<file path="src/rtl/assert_macros.svh">
// Assertion macros used by the classifier RTL.
`ifndef ASSERT_MACROS_SVH
`define ASSERT_MACROS_SVH

// Same-cycle implication, checked at every rising clock edge outside reset.
`define MDPC_ASSERT_IMPL(label, clk, rst, ante, cons, msg) \
   label: assert property (@(posedge clk) disable iff (rst) (ante) |-> (cons)) else $error(msg);

// Next-cycle implication.
`define MDPC_ASSERT_NEXT(label, clk, rst, ante, cons, msg) \
   label: assert property (@(posedge clk) disable iff (rst) (ante) |=> (cons)) else $error(msg);

// Plain invariant.
`define MDPC_ASSERT_ALWAYS(label, clk, rst, prop, msg) \
   label: assert property (@(posedge clk) disable iff (rst) (prop)) else $error(msg);

`endif

</file>
<file path="src/rtl/mdpc_pkg.sv">
// Package with the types and constants of the minimum distance pixel classifier.
package mdpc_pkg;

   localparam int DEFAULT_MAX_CLASSES = 16;
   localparam int DEFAULT_BANDS       = 4;
   localparam int MAX_BANDS           = 4;
   localparam int BAND_W              = 8;
   localparam int SQ_W                = 2 * BAND_W;
   localparam int CODE_W              = 8;
   localparam int DIST_W              = 18;
   localparam int SLOT_W              = 4;
   localparam int CLASSES_W           = 5;
   localparam int BANDS_W             = 3;
   localparam int CSR_ADDR_W          = 4;
   localparam int CSR_DATA_W          = 32;

   localparam logic OP_LOAD     = 1'b0;
   localparam logic OP_CLASSIFY = 1'b1;

   localparam logic [DIST_W-1:0]    RESET_THRESHOLD_SQUARED = {DIST_W{1'b1}};
   localparam logic [CLASSES_W-1:0] RESET_ACTIVE_CLASSES    = '0;
   localparam logic [BANDS_W-1:0]   RESET_ACTIVE_BANDS      = BANDS_W'(MAX_BANDS);

   typedef enum logic [1:0] {
      REG_THRESHOLD_ENABLE  = 2'd0,
      REG_THRESHOLD_SQUARED = 2'd1,
      REG_ACTIVE_CLASSES    = 2'd2,
      REG_ACTIVE_BANDS      = 2'd3
   } reg_index_type;

   typedef logic [MAX_BANDS-1:0][BAND_W-1:0] band_vec_type;

   typedef struct packed {
      logic                 threshold_enable;
      logic [DIST_W-1:0]    threshold_squared;
      logic [CLASSES_W-1:0] active_classes;
      logic [BANDS_W-1:0]   active_bands;
   } cfg_type;

   typedef struct packed {
      band_vec_type        pixel;
      logic                found;
      logic [DIST_W-1:0]   best;
      logic [CODE_W-1:0]   code;
   } token_type;

endpackage

</file>
<file path="src/rtl/mdpc_csr.sv">
// Configuration registers of the classifier behind an APB-style port.
module mdpc_csr import mdpc_pkg::*; (
   input  logic                  clock,
   input  logic                  reset,
   input  logic                  psel,
   input  logic                  penable,
   input  logic                  pwrite,
   input  logic [CSR_ADDR_W-1:0] paddr,
   input  logic [CSR_DATA_W-1:0] pwdata,
   output logic [CSR_DATA_W-1:0] prdata,
   output logic                  pready,
   output cfg_type               cfg
);

   cfg_type       cfg_ff;
   logic          wr_en;
   reg_index_type reg_index;

   assign pready    = 1'b1;
   assign wr_en     = psel && penable && pwrite;
   assign reg_index = reg_index_type'(paddr[CSR_ADDR_W-1:2]);

   always_ff @(posedge clock) begin
      if (reset) begin
         cfg_ff.threshold_enable  <= 1'b0;
         cfg_ff.threshold_squared <= RESET_THRESHOLD_SQUARED;
         cfg_ff.active_classes    <= RESET_ACTIVE_CLASSES;
         cfg_ff.active_bands      <= RESET_ACTIVE_BANDS;
      end else if (wr_en) begin
         case (reg_index)
            REG_THRESHOLD_ENABLE:  cfg_ff.threshold_enable  <= pwdata[0];
            REG_THRESHOLD_SQUARED: cfg_ff.threshold_squared <= pwdata[DIST_W-1:0];
            REG_ACTIVE_CLASSES:    cfg_ff.active_classes    <= pwdata[CLASSES_W-1:0];
            REG_ACTIVE_BANDS:      cfg_ff.active_bands      <= pwdata[BANDS_W-1:0];
            default: ;
         endcase
      end
   end

   always_comb begin
      case (reg_index)
         REG_THRESHOLD_ENABLE:  prdata = CSR_DATA_W'(cfg_ff.threshold_enable);
         REG_THRESHOLD_SQUARED: prdata = CSR_DATA_W'(cfg_ff.threshold_squared);
         REG_ACTIVE_CLASSES:    prdata = CSR_DATA_W'(cfg_ff.active_classes);
         REG_ACTIVE_BANDS:      prdata = CSR_DATA_W'(cfg_ff.active_bands);
         default:               prdata = '0;
      endcase
   end

   assign cfg = cfg_ff;

endmodule

</file>
<file path="config.mk">
export PLATFORM = sky130hd
export DESIGN_NAME = mdpc_csr
export DESIGN_NICKNAME = d
export VERILOG_FILES = /design/src/rtl/assert_macros.svh /design/src/rtl/mdpc_pkg.sv /design/src/rtl/mdpc_csr.sv
export SDC_FILE = /design/constraint.sdc
export NUM_CORES = 1
export LEC_CHECK = 0
export BUFFER_PORTS_ARGS = -buffer_cell sky130_fd_sc_hd__buf_4
export CAP_MARGIN = 20
export CORE_UTILIZATION = 41
export DETAILED_ROUTE_END_ITERATION = 16
export GPL_TIMING_DRIVEN = 0
export HOLD_SLACK_MARGIN = 0.02
export PLACE_DENSITY_LB_ADDON = 0.12
export SYNTH_ARGS = -nofsm -noshare
export SYNTH_HDL_FRONTEND = slang
export SYNTH_SLANG_ARGS = --single-unit
</file>
<file path="constraint.sdc">
create_clock -name clock -period 1.4 [get_ports clock]
set_input_delay 0.21 -clock clock [delete_from_list [all_inputs] [get_ports clock]]
set_output_delay 0.21 -clock clock [all_outputs]
set_load 0.02 [all_outputs]
</file>
==> results by group <==
Outcome
  • Status: finished, violations left
  • Failing checks: negative setup slack

Timing
  • Final WS setup: -0.09328 ns
  • Setup TNS: -0.2512 ns
  • Final-report max-slew violation count: 0
  • Endpoints failing setup: 3
  • RSZ-0062 raised after global routing: yes
  • Min Tclk post-route: 1.493 ns
  • Hold Slack: 0.1241 ns
  • Clock skew: 0 ns
  • Fin crit share: 106.7%
  • Hold Fails Final Rpt: 0
  • Fmax: 669.7 MHz

Pwr
  • PD cells: 687.7 nW/um^2
  • Worst IR Drop VDD: 0.0003126 V
  • Leakage power: 1.020 nW

Floorplanning
  • Die height: 61.65 um
  • Rows: 21
  • Overall die width: 61.65 um
  • Die Footprint: 3801 um^2
  • IO Count: 101
  • Initial Util: 43.38%
  • Core area: 3363 um^2

Worst setup path
  • CP max stage delay: 0.35 ns
  • Critical path class: flop to output pin
  • Crit-path cells: mux2_4 -> a22o_4 -> buf_6
  • Crit end category: output pin
  • Crit path DAT: 1.28 ns
  • Bufs and invs on worst path: 1
  • CP Launch Type: flop
  • Slowest-stage cell, CP: dfxtp_2
  • FF-to-FF setup slack: 0.57 ns
  • Worst Path Max Fanout: 2
  • CP top delay family: flip-flops
  • CP required: 1.19 ns

Placed design
  • GP Congestion: 0.6910
  • Port Buffer Count: 68
  • Dpl ws: -0.09387 ns
  • Dpl hpwl: 2453 um
  • DP Area: 2076 um^2

GRT
  • Total GRT Usage: 17.87%
  • Pin count of the biggest net entering global routing: 16
  • Number of global-route vias before repair: 1088
  • Antenna violations before repair: 0
  • First-pass GRT wire length: 4995 um
  • Total grt overflow: 0

Detailed routing
  • Final WL: 3370 um
  • Vias: 1298
  • DR pass1 iterations: 4
  • DRT iter0 DRCs: 36
  • Antenna Nets Post-Route: 0
  • Vias per cell: 4.385
  • WL/cell: 11.39 um
  • DRC errors left: 0

Synth
  • Avg Cell Area, Syn: 9.175 um^2
  • Count of cell types in the netlist: 23
  • Area leader, netlist: dfxtp_1
  • Top post-synthesis cells by area: dfxtp_1 37%, mux2i_1 16%, nor2_1 9.5%, buf_4 7.7%, and2_1 4.7%
  • Yosys Warn Count: 0
  • Top-area cell type share of the netlist area: 37.05%
  • Mapped cell area: 1459 um^2
  • Post-synthesis sequential area ratio: 37.05%
  • Gate Count Post-Synth: 159
  • FF+latch count, synth: 27

Finish
  • Area Growth Syn to Fin: 50.26%
  • Nets: 292
  • Most frequent cells in the layout: 86 x buf_4, 37 x nor2_1, 24 x mux2i_1
  • Commonest non-fill, non-tap cell in the layout: buf_4
  • N_diodes: 0
  • Final Util: 65.18%
  • Largest register FFs: 27
  • Layout cells sized above 1: 49.20%
  • Design area: 2192 um^2

Clock network
  • Clk slew on worst S/H paths: 0.15 ns
  • Clock Latency Late Sink: 0.31 ns
  • Clk sinks: 27
  • Clock root buffer: clkbuf_4
  • CTS Hold Buffers Added: 0
  • Htree depth: 1
  • CTS max path bufs: 2
  • Inserted Clock Buffers: 3
  • CTS tree: yes

Run
  • Maxcap violations: 0

Hold path
  • HP Class: primary input to flop
[report_power, final]
group	leakage, nW	switching [mW]	internal (mW)
sequential	0.221	0.00719	0.779
combinational	0.781	0.191	0.191
clock	0.0177	0.232	0.107
[cells in the mapped netlist]
cell	count
buf_12	2
buf_6	2
and2_4	1
buf_4	15
and2_1	11
nor3b_1	1
a21oi_1	3
clkbuf_1	6
a21bo_2	3
and2b_2	1
mux4_1	1
nand2b_1	7
mux2_2	2
conb_1	2
nor2_1	37
nand3_1	4
nor2b_2	1
buf_2	1
and3_1	1
mux2i_1	24
dfxtp_1	27
a22o_2	4
and2_2	3
[kinds of logic after synthesis]
family	share of synthesized area (%)
other	0.5148
AO/OA/AOI/OAI	5.832
multiplexers	19.81
flip-flops	37.05
AND/OR/NAND/NOR	22.90
buffers and inverters	13.89
[metrics by stage]
step                      std cells  total power, mW
after detailed placement        286            1.167
after floorplan                 172            1.028
final                           296            1.507
after global routing            296            1.579
after global placement          286            1.165
after CTS                       296            1.512
[layout make-up]
type,count,area (um^2)
Clock inverter,1,5.005
Multi-Input combinational cell,119,783.3
Clock buffer,3,22.52
Timing Repair Buffer,74,566.8
Sequential cell,27,550.5
Fill cell,325,1171
Tap cell,46,57.56
Buffer,26,206.4
[worst register-to-register path, stage by stage (launching register included)]
cell     delay [ns]
dfxtp_2        0.35
buf_4          0.10
a21bo_2        0.20
a21oi_1        0.12
[repair_timing]
action,4_1_cts,5_1_grt
resized for setup,14,5
pin swaps,0,0
setup buffers,6,0
endpoints found under the setup margin,13,11
[path summary, 6_finish.rpt]
path,cells after the start,endpoint,from
hold reg to reg,2,cfg[3],cfg[3]
setup / recovery,3,prdata[2],cfg[5]
setup reg to reg,3,cfg[5],cfg[5]
hold / removal,3,cfg[13],pwdata[5]
[layer usage]
| layer | vias to the layer above | part of all wire (%) | track usage, % |
|---|---|---|---|
| met5 | - | 0 | 0 |
| met4 | 0 | 1.0 | 6.032 |
| met3 | 4 | 6.9 | 3.571 |
| met2 | 50 | 46 | 29.95 |
| met1 | 575 | 46 | 22.91 |
| li1 | 669 | - | - |
No activity file was read; power rests on OpenSTA's default activity.
