$ cat config.mk
export PLATFORM = sky130hd
export DESIGN_NAME = mdpc_cell
export DESIGN_NICKNAME = d
export VERILOG_FILES = /design/src/rtl/assert_macros.svh /design/src/rtl/mdpc_pkg.sv /design/src/rtl/mdpc_cell.sv
export SDC_FILE = /design/constraint.sdc
export NUM_CORES = 1
export LEC_CHECK = 0
export BUFFER_PORTS_ARGS = -buffer_cell sky130_fd_sc_hd__buf_2
export CAP_MARGIN = 20
export CORE_ASPECT_RATIO = 0.9
export CORE_MARGIN = 2
export CORE_UTILIZATION = 60
export DETAILED_ROUTE_END_ITERATION = 8
export MAX_ROUTING_LAYER = met4
export PLACE_DENSITY = 0.82
export SYNTH_ARGS = -nofsm -noshare
export SYNTH_HDL_FRONTEND = slang
export SYNTH_SLANG_ARGS = --single-unit
export TNS_END_PERCENT = 1
$ cat constraint.sdc
create_clock -name clock -period 18.9 [get_ports clock]
set_clock_uncertainty 0.1 [all_clocks]
set_input_delay 1.89 -clock clock [delete_from_list [all_inputs] [get_ports clock]]
set_output_delay 1.89 -clock clock [all_outputs]
set_load 0.1 [all_outputs]
$ cat src/rtl/assert_macros.svh
// Assertion macros used by the classifier RTL.
`ifndef ASSERT_MACROS_SVH
`define ASSERT_MACROS_SVH

// Same-cycle implication, checked at every rising clock edge outside reset.
`define MDPC_ASSERT_IMPL(label, clk, rst, ante, cons, msg) \
   label: assert property (@(posedge clk) disable iff (rst) (ante) |-> (cons)) else $error(msg);

// Next-cycle implication.
`define MDPC_ASSERT_NEXT(label, clk, rst, ante, cons, msg) \
   label: assert property (@(posedge clk) disable iff (rst) (ante) |=> (cons)) else $error(msg);

// Plain invariant.
`define MDPC_ASSERT_ALWAYS(label, clk, rst, prop, msg) \
   label: assert property (@(posedge clk) disable iff (rst) (prop)) else $error(msg);

`endif

$ cat src/rtl/mdpc_pkg.sv
// Package with the types and constants of the minimum distance pixel classifier.
package mdpc_pkg;

   localparam int DEFAULT_MAX_CLASSES = 16;
   localparam int DEFAULT_BANDS       = 4;
   localparam int MAX_BANDS           = 4;
   localparam int BAND_W              = 8;
   localparam int SQ_W                = 2 * BAND_W;
   localparam int CODE_W              = 8;
   localparam int DIST_W              = 18;
   localparam int SLOT_W              = 4;
   localparam int CLASSES_W           = 5;
   localparam int BANDS_W             = 3;
   localparam int CSR_ADDR_W          = 4;
   localparam int CSR_DATA_W          = 32;

   localparam logic OP_LOAD     = 1'b0;
   localparam logic OP_CLASSIFY = 1'b1;

   localparam logic [DIST_W-1:0]    RESET_THRESHOLD_SQUARED = {DIST_W{1'b1}};
   localparam logic [CLASSES_W-1:0] RESET_ACTIVE_CLASSES    = '0;
   localparam logic [BANDS_W-1:0]   RESET_ACTIVE_BANDS      = BANDS_W'(MAX_BANDS);

   typedef enum logic [1:0] {
      REG_THRESHOLD_ENABLE  = 2'd0,
      REG_THRESHOLD_SQUARED = 2'd1,
      REG_ACTIVE_CLASSES    = 2'd2,
      REG_ACTIVE_BANDS      = 2'd3
   } reg_index_type;

   typedef logic [MAX_BANDS-1:0][BAND_W-1:0] band_vec_type;

   typedef struct packed {
      logic                 threshold_enable;
      logic [DIST_W-1:0]    threshold_squared;
      logic [CLASSES_W-1:0] active_classes;
      logic [BANDS_W-1:0]   active_bands;
   } cfg_type;

   typedef struct packed {
      band_vec_type        pixel;
      logic                found;
      logic [DIST_W-1:0]   best;
      logic [CODE_W-1:0]   code;
   } token_type;

endpackage

$ cat src/rtl/mdpc_cell.sv
// One class slot of the chain: stores a slot, scores the passing pixel item.
module mdpc_cell import mdpc_pkg::*; #(
   parameter int CELL_INDEX = 0,
   parameter int BANDS      = DEFAULT_BANDS
) (
   input  logic              clock,
   input  logic              reset,
   input  logic              advance,
   input  cfg_type           cfg,
   input  logic              load_en,
   input  logic [CODE_W-1:0] load_code,
   input  band_vec_type      load_means,
   input  logic              prev_valid,
   input  token_type         prev_tok,
   output logic              next_valid,
   output token_type         next_tok
);

   logic [CODE_W-1:0]             code_ff;
   logic [BANDS-1:0][BAND_W-1:0]  means_ff;
   logic [BANDS-1:0][BAND_W-1:0]  diff;
   logic [BANDS-1:0][SQ_W-1:0]    sq;
   logic [DIST_W-1:0]             sq_sum;
   logic                          active;
   logic                          qualify;
   logic                          tok_valid_ff;
   token_type                     tok_ff;
   token_type                     tok_in;

   always_ff @(posedge clock) begin
      if (load_en) begin
         code_ff <= load_code;
         for (int b = 0; b < BANDS; b++) begin
            means_ff[b] <= load_means[b];
         end
      end
   end

   always_comb begin
      for (int b = 0; b < BANDS; b++) begin
         diff[b] = (prev_tok.pixel[b] >= means_ff[b]) ? prev_tok.pixel[b] - means_ff[b]
                                                      : means_ff[b] - prev_tok.pixel[b];
         sq[b]   = (b < int'(cfg.active_bands)) ? SQ_W'(diff[b] * diff[b]) : '0;
      end
   end

   always_comb begin
      sq_sum = '0;
      for (int b = 0; b < BANDS; b++) begin
         sq_sum = sq_sum + DIST_W'(sq[b]);
      end
   end

   assign active  = (CELL_INDEX < int'(cfg.active_classes));
   assign qualify = prev_valid && active
                    && (!prev_tok.found || (sq_sum < prev_tok.best))
                    && (!cfg.threshold_enable || (sq_sum < cfg.threshold_squared));

   always_comb begin
      tok_in = prev_tok;
      if (qualify) begin
         tok_in.found = 1'b1;
         tok_in.best  = sq_sum;
         tok_in.code  = code_ff;
      end
   end

   always_ff @(posedge clock) begin
      if (reset) begin
         tok_valid_ff <= 1'b0;
      end else if (advance) begin
         tok_valid_ff <= prev_valid;
      end
   end

   always_ff @(posedge clock) begin
      if (advance) begin
         tok_ff <= tok_in;
      end
   end

   assign next_valid = tok_valid_ff;
   assign next_tok   = tok_ff;

endmodule

==> results of run 1 <==
## cell usage after synthesis, drive strengths merged, types with 5 or more instances
| cell | instances |
|---|---|
| a31oi | 9 |
| nand2 | 65 |
| a2111oi | 5 |
| nor2 | 161 |
| nand2b | 22 |
| nor3 | 35 |
| mux2i | 22 |
| clkbuf | 13 |
| edfxtp | 99 |
| mux2 | 33 |
| buf | 13 |
| a21o | 44 |
| fa | 134 |
| o21a | 12 |
| a211oi | 7 |
| or3 | 7 |
| o21ai | 40 |
| nor2b | 16 |
| inv | 334 |
| nand3 | 21 |
| xnor2 | 56 |
| o21bai | 6 |
| or2 | 24 |
| a21oi | 75 |
| a41oi | 5 |
| xor2 | 38 |
| nand4 | 12 |
| ha | 232 |
## logic make-up (layout without fill, tap and decap cells)
family	Yosys count	after routing	share of synthesized area
buffers and inverters	360	542	0.0931
AND/OR/NAND/NOR	387	387	0.123
XOR/XNOR	94	94	0.0616
other	0	3	0
AO/OA/AOI/OAI	239	239	0.109
multiplexers	55	55	0.0398
flip-flops	100	100	0.200
adder cells (fa/ha/maj)	366	366	0.374
## sequential cells by signal, summed over array words and instances (netlist names)
| name | cells |
|---|---|
| next_valid | 1 |
| means_ff | 32 |
| next_tok | 59 |
| code_ff | 8 |
## layout make-up
| cell class | count | area (sq um) | area share |
|---|---|---|---|
| inverter | 334 | 1250 | 0.0759 |
| clock inverter | 7 | 88.8 | 0.00538 |
| timing repair buffer | 192 | 966 | 0.0585 |
| multi-input combinational | 1141 | 10600 | 0.640 |
| antenna | 3 | 7.51 | 0.000454 |
| tap | 336 | 420 | 0.0254 |
| sequential | 100 | 2990 | 0.181 |
| clock buffer | 9 | 225 | 0.0136 |
## per-stage QoR
stage | std cells | instance area, sq um | worst slack [ns]
2_1_floorplan | 1601 | 15000 | 6.72
3_3_place_gp | 2103 | 16200 | 5.58
3_5_place_dp | 2103 | 16200 | 5.31
4_1_cts | 2119 | 16500 | 5.70
5_1_grt | 2122 | 16500 | 4.79
6_report | 2122 | 16500 | 5.65
## layer usage
layer,vias up,routed length [um],GRT usage
met5,-,0,-
met3,49,1500,0.0324
met2,283,14600,0.416
met4,0,612,0.0651
met1,5381,14400,0.342
li1,5644,-,-
## path summary, 6_finish.rpt
| kind | slack [ns] | startpoint | to | cells past startpoint |
|---|---|---|---|---|
| min reg2reg | 0.41 | next_valid$_SDFFE_PP0P_ | next_valid$_SDFFE_PP0P_ | 2 |
| max | 5.65 | prev_tok[43] | next_tok[2]$_DFFE_PP_ | 44 |
| min | 0.41 | next_valid$_SDFFE_PP0P_ | next_valid$_SDFFE_PP0P_ | 2 |
| max reg2reg | 6.97 | means_ff[16]$_DFFE_PP_ | next_tok[2]$_DFFE_PP_ | 40 |
## worst max-delay path, delay by kind of cell
| kind | cells | cell delay, ns |
|---|---|---|
| adders and majority gates | 11 | 4.54 |
| AOI/OAI and AO/OA | 12 | 2.66 |
| and+or+nand+nor | 7 | 1.42 |
| xor gates and xnor gates | 3 | 1.17 |
| buffers and inverters | 9 | 0.82 |
| muxes | 2 | 0.72 |
==> flow_metrics.tcl, run 1 <==
set metrics [dict create \
    syn_area_sq_mm 0.0150 \
    vias 11357 \
    synth_seq_area_share 0.200 \
    io_pins 191 \
    die_w_um 170 \
    synth_warnings 0 \
    cts_resized 0 \
    clock_path_buffers 2 \
    synthFlopType "edfxtp_1" \
    die_area_sq_mm 0.0262 \
    most-common-layout-cells "333 x inv_1, 232 x ha_1, 190 x buf_2" \
    synthCells 1601 \
    dpl.hpwl_um 25700 \
    grt_pass1_vias 11412 \
    whs_ns 0.406 \
    drtPass1Iterations 5 \
    crit_path_start_kind "primary input" \
    slowest_delay_ns 0.80 \
    crit_fanout 22 \
    htree_num_levels 3 \
    yosysTopAreaCellShare 0.199 \
    tritoncts "done" \
    setup_viol 0 \
    drive_gt1_frac 0.155 \
    drc_errors 0 \
    finalCriticalPeriod_ns 13.25 \
    max_slew_margin 0.284 \
    antenna_found_initial 3 \
    synthTopCellsByArea "edfxtp_1 20%, ha_1 19%, fa_1 18%" \
    yosys.area.top_type "edfxtp_1" \
    gp_congestion 0.923 \
    syn_to_final_growth_pct 10.5 \
    critPathKind "in -> reg" \
    coreArea_sq_mm 0.0244 \
    layout_commonest_cell "inv_1" \
    min_path_type "reg -> reg" \
    clock_latency_ns 0.37 \
    post_cts_buffers 0 \
    grt_setup_unrepaired "false" \
    run_status "finished clean" \
    wl_per_cell_um 14.7 \
    ys_seq_elements 100 \
    port_buffers 190 \
    finalHoldViolCount 0 \
    cts_num_sinks 100 \
    synth_fp_nets 2098 \
    numCtsBuffers 9 \
    track_usage 0.256 \
    worst_slew_pin_slew_ns 1.04 \
    async_reset_ff_frac 0 \
    grt_pass1_wl_um 53200 \
    final_max_slew_viol_count 0 \
    fin_crit_sh 0.701 \
    drtIter0Drc 557 \
    wl_um 31200 \
    fmax_ghz 0.0755 \
    arrival_ns 13.28 \
    grt-ovfl-total 0 \
    fill_cells 1924 \
    vias_per_cell 5.35 \
    grt_max_degree 61 \
    start_util 0.613 \
    layout.nets 2275 \
    rows 54 \
    clkTransAtPathRegs_ns 0.09 \
    maxCapViolations 0 \
    fin_tns_setup_ns 0 \
    hold_buffers 0 \
    synth_cell_types 75 \
    cp.required_ns 18.93 \
    syn_area_per_cell_sq_um 9.34 \
    synth_edf_count 99 \
    post-route-util 0.677 \
    cp-end-kind "register" \
    cpMaxStageDelayCell "xnor2_1" \
    root_buffer "clkbuf_16" \
    ant_nets 0 \
    chipHeight_um 154 \
]
Power of run 1 is left out: the tool's default activity adds up to more than one toggle a clock period on the data nets, which glitch-free logic cannot reach.
==> run 2: changes to the inputs <==
--- a/config.mk
+++ b/config.mk
@@ -9,10 +9,10 @@
 export CAP_MARGIN = 20
 export CORE_ASPECT_RATIO = 0.9
 export CORE_MARGIN = 2
-export CORE_UTILIZATION = 60
+export CORE_UTILIZATION = 55
 export DETAILED_ROUTE_END_ITERATION = 8
 export MAX_ROUTING_LAYER = met4
-export PLACE_DENSITY = 0.82
+export PLACE_DENSITY = 0.79
 export SYNTH_ARGS = -nofsm -noshare
 export SYNTH_HDL_FRONTEND = slang
 export SYNTH_SLANG_ARGS = --single-unit
==> constraint.sdc (replaced) <==
create_clock -name clock -period 12.1 [get_ports clock]
set_clock_uncertainty 0.1 [all_clocks]
set_input_delay 1.21 -clock clock [delete_from_list [all_inputs] [get_ports clock]]
set_output_delay 1.21 -clock clock [all_outputs]
set_load 0.1 [all_outputs]
==> run 2 against run 1 <==
- final area is 2.4% higher
- critical path type unchanged
- worst setup slack worse by 5.3 ns
- flip-flop and latch count unchanged
- worst hold slack gained 0.0099 ns
- core utilization is 4.8 points lower
- via count up 1.8%
- critical endpoint is now next_tok[0]$_DFFE_PP_
- largest cell class unchanged
- die area is 8.9% higher
- global-route usage decreased by 2.0 points
- non-clock buffer count is 30 higher
- highest routed layer unchanged
==> flow_metrics.tcl, run 2 (synthesis results as in run 1) <==
set metrics [dict create \
    hold_path_startpoint "next_valid$_SDFFE_PP0P_" \
    most-common-layout-cells "333 x inv_1, 230 x ha_1, 190 x buf_2" \
    clock_path_buffers 2 \
    start_util 0.556 \
    coreArea_sq_mm 0.0269 \
    die_w_um 178 \
    rrSetupSlack_ns 0.94 \
    whs_ns 0.416 \
    place_inst 2141 \
    drive_gt1_frac 0.177 \
    fill_cells 2206 \
    crit_path_start_kind "primary input" \
    antenna_found_initial 3 \
    ff_latch_area_sq_mm 0.00299 \
    fin_crit_sh 0.968 \
    whs_path_depth 2 \
    maxCapViolations 0 \
    hold_buffers 0 \
    min_path_type "reg -> reg" \
    die_area_sq_mm 0.0285 \
    vias_per_cell 5.33 \
    port_buffers 190 \
    chipHeight_um 160 \
    clock_latency_ns 0.37 \
    ff2ff_path_depth 42 \
    tritoncts "done" \
    drtIter0Drc 513 \
    wl_per_cell_um 14.8 \
    grt-ovfl-total 0 \
    grt_pass1_wl_um 53800 \
    finalHoldViolCount 0 \
    grt_max_degree 61 \
    htree_num_levels 3 \
    wl_um 32100 \
    instances_no_fill 2170 \
    max_slew_margin 0.335 \
    root_buffer "clkbuf_16" \
    r2r-start "means_ff[22]$_DFFE_PP_" \
    fmax_ghz 0.0854 \
    multi_input_area_sq_mm 0.0107 \
    cts_num_sinks 100 \
    dpl.hpwl_um 26200 \
    regToRegEndpoint "next_tok[0]$_DFFE_PP_" \
    worst_slew_pin_slew_ns 0.998 \
    largest_register_ffs 59 \
    clkTransAtPathRegs_ns 0.08 \
    drtPass1Iterations 5 \
    rows 57 \
    ant_nets 0 \
    slowest_delay_ns 0.60 \
    final_max_slew_viol_count 0 \
    setup_viol 0 \
    layout_commonest_cell "inv_1" \
    finalCriticalPeriod_ns 11.71 \
    run_status "finished clean" \
    cp-end-kind "register" \
    vias 11561 \
    gp_congestion 0.910 \
    numCtsBuffers 9 \
    critPathKind "in -> reg" \
    drc_errors 0 \
    syn_to_final_growth_pct 13.1 \
    arrival_ns 11.73 \
    post-route-util 0.629 \
    io_pins 191 \
    crit_fanout 11 \
    grt_pass1_vias 11802 \
    track_usage 0.236 \
    cpMaxStageDelayCell "or4_1" \
    cp.required_ns 12.12 \
    hold_end "next_valid$_SDFFE_PP0P_" \
    layout.nets 2305 \
]
-- run 2: cell count changes in the layout (fill, tap and decap cells not counted), sizes merged --
cell,before,now
inv,337,336
clkinv,4,5
buf,192,221
clkbuf,9,10
-- run 2: worst max path at each step --
stage | start | slack [ns] | to | depth (start not counted)
floorplan | prev_tok[35] | 0.60 | next_tok[15]$_DFFE_PP_ | 47
global placement | prev_tok[35] | 0.24 | next_tok[3]$_DFFE_PP_ | 46
detailed placement | prev_tok[35] | -0.07 | next_tok[0]$_DFFE_PP_ | 47
CTS | prev_tok[35] | 0.28 | next_tok[0]$_DFFE_PP_ | 47
global route | prev_tok[27] | -0.17 | next_tok[6]$_DFFE_PP_ | 48
finish | prev_tok[49] | 0.39 | next_tok[0]$_DFFE_PP_ | 44
-- run 2: final cells by class --
class	instances	share of cell area
clock inverters	7	0.00555
flip-flops and latches	100	0.177
clock buffers	9	0.0133
inverters	334	0.0741
diodes	3	0.000444
well taps	354	0.0262
repair buffers	222	0.0732
multi-input cells	1141	0.630
-- run 2: through the flow --
step	worst slack (ns)	cell area, sq um	setup TNS [ns]
after floorplan	0.601	15000	0
after global placement	0.236	16400	0
after detailed placement	-0.0718	16400	-1.22
after CTS	0.281	16700	0
after global routing	-0.165	16900	-3.47
final	0.388	16900	0
-- run 2: critical path, delay by kind of cell --
family | cells | cell delay, ns
AOI/OAI and AO/OA | 13 | 2.50
xor gates and xnor gates | 3 | 0.71
adders and majority gates | 10 | 4.44
buffers and inverters | 10 | 0.90
muxes | 1 | 0.34
and+or+nand+nor | 7 | 1.58
-- run 2: layer usage --
| metal | share of wire | vias to the layer above | wire length (um) | global-route usage |
|---|---|---|---|---|
| li1 | - | 5699 | - | - |
| met4 | 0.021 | 0 | 684 | 0.0678 |
| met2 | 0.48 | 298 | 15400 | 0.387 |
| met1 | 0.45 | 5515 | 14500 | 0.306 |
| met5 | 0 | - | 0 | - |
| met3 | 0.049 | 49 | 1560 | 0.0339 |
-- run 2: what timing repair did --
item / CTS / global route
setup endpoints to repair: 0 / 26
buffers inserted: 0 / 8
gates resized for setup: 0 / 17
Power of run 2 is left out for the same reason.
==> run 3: changes to the inputs <==
--- a/config.mk
+++ b/config.mk
@@ -5,7 +5,7 @@
 export SDC_FILE = /design/constraint.sdc
 export NUM_CORES = 1
 export LEC_CHECK = 0
-export BUFFER_PORTS_ARGS = -buffer_cell sky130_fd_sc_hd__buf_2
+export BUFFER_PORTS_ARGS = -buffer_cell sky130_fd_sc_hd__buf_4
 export CAP_MARGIN = 20
 export CORE_ASPECT_RATIO = 0.9
 export CORE_MARGIN = 2
==> run 3 against run 2 <==
- fmax down 0.23%
- flip-flop and latch count did not move
- worst hold slack lost 0.0046 ns
- register-to-register slack improved by 0.07 ns
- critical endpoint unchanged
==> flow_metrics.tcl, run 3 (synthesis results as in run 1) <==
set metrics [dict create \
    post-route-util 0.648 \
    hold_path_startpoint "next_valid$_SDFFE_PP0P_" \
    antenna_cells 0 \
    chipHeight_um 160 \
    cts_num_sinks 100 \
    rrSetupSlack_ns 1.01 \
    grt_max_degree 61 \
    die_area_sq_mm 0.0285 \
    crit_fanout 11 \
    clock_path_buffers 2 \
    port_buffers 190 \
    track_usage 0.235 \
    final_max_slew_viol_count 0 \
    grt_pass1_wl_um 53600 \
    root_buffer "clkbuf_16" \
    setup_viol 0 \
    r2r-start "means_ff[8]$_DFFE_PP_" \
    fin_crit_sh 0.970 \
    syn_to_final_growth_pct 16.6 \
    min_path_type "reg -> reg" \
    postPlaceCellArea_sq_mm 0.0169 \
    final_cell_area_sq_mm 0.0174 \
    ff2ff_path_depth 42 \
    vias 11643 \
    io_pins 191 \
    drtIter0Drc 517 \
    wl_um 32400 \
    cp-end-kind "register" \
    whs_path_depth 2 \
    gp_congestion 0.908 \
    layout_commonest_cell "inv_1" \
    clkTransAtPathRegs_ns 0.08 \
    antenna_found_initial 0 \
    start_util 0.556 \
    whs_ns 0.411 \
    crit_path_start_kind "primary input" \
    die_w_um 178 \
    layout.nets 2308 \
    hold_end "next_valid$_SDFFE_PP0P_" \
    rows 57 \
    wl_per_cell_um 14.9 \
    drtPass1Iterations 5 \
    max_slew_margin 0.412 \
    clock_latency_ns 0.37 \
    drive_gt1_frac 0.180 \
    most-common-layout-cells "333 x inv_1, 230 x ha_1, 218 x buf_4" \
    dpl.hpwl_um 26400 \
    place_inst 2140 \
    startpoint "prev_tok[35]" \
    grt-ovfl-total 0 \
    largest_register_ffs 59 \
    vias_per_cell 5.37 \
    coreArea_sq_mm 0.0269 \
    run_status "finished clean" \
    critPathKind "in -> reg" \
    tritoncts "done" \
    fmax_ghz 0.0852 \
    slowest_delay_ns 0.56 \
    arrival_ns 11.76 \
    drc_errors 0 \
    finalCriticalPeriod_ns 11.74 \
    grt_pass1_vias 11853 \
    instances_no_fill 2170 \
    numCtsBuffers 9 \
    htree_num_levels 3 \
    cpMaxStageDelayCell "fa_1" \
    worst_slew_pin_slew_ns 0.858 \
    ant_nets 0 \
    cp.required_ns 12.12 \
    maxCapViolations 0 \
    fill_cells 2149 \
    regToRegEndpoint "next_tok[0]$_DFFE_PP_" \
    finalHoldViolCount 0 \
]
==> run 3: through the flow <==
stage	setup WS (ns)	setup TNS (ns)
after floorplan	0.601	0
after global placement	0.252	0
after detailed placement	-0.129	-2.42
after CTS	0.200	0
after global routing	-0.124	-2.08
final	0.361	0
==> run 3: worst max-delay path: cells and delay by family <==
family | cells | cell delay (ns)
adders and majority gates | 11 | 4.32
muxes | 1 | 0.35
buffers and inverters | 9 | 0.73
and+or+nand+nor | 5 | 0.94
xor gates and xnor gates | 2 | 0.40
AOI/OAI and AO/OA | 16 | 3.80
==> run 3: worst max-delay path by stage <==
stage / end / slack, ns / cells past startpoint
2_1_floorplan: next_tok[15]$_DFFE_PP_ / 0.60 / 47
3_3_place_gp: next_tok[3]$_DFFE_PP_ / 0.25 / 46
3_5_place_dp: next_tok[0]$_DFFE_PP_ / -0.13 / 44
4_1_cts: next_tok[0]$_DFFE_PP_ / 0.20 / 47
5_1_grt: next_tok[9]$_DFFE_PP_ / -0.12 / 45
6_report: next_tok[0]$_DFFE_PP_ / 0.36 / 44
==> run 3: what timing repair did <==
action | 4_1_cts | 5_1_grt
hold buffers | 0 | 0
setup endpoints to repair | 0 | 26
buffers inserted | 0 | 12
resized for setup | 0 | 24
==> run 3: routing by layer <==
metal  part of all wire  GRT usage  up-vias
li1                   -          -     5706
met1               0.44      0.296     5555
met2               0.48      0.395      336
met3              0.057     0.0372       46
met4              0.019     0.0596        0
met5                  0          -        -
==> run 3: cell type report <==
cell class / count / area, sq um / area share
Tap cell: 354 / 443 / 0.0254
Clock buffer: 9 / 225 / 0.0129
Multi-Input combinational cell: 1141 / 10700 / 0.612
Clock inverter: 7 / 100 / 0.00574
Inverter: 334 / 1250 / 0.0719
Timing Repair Buffer: 225 / 1750 / 0.100
Sequential cell: 100 / 2990 / 0.172
Power of run 3 is left out for the same reason.
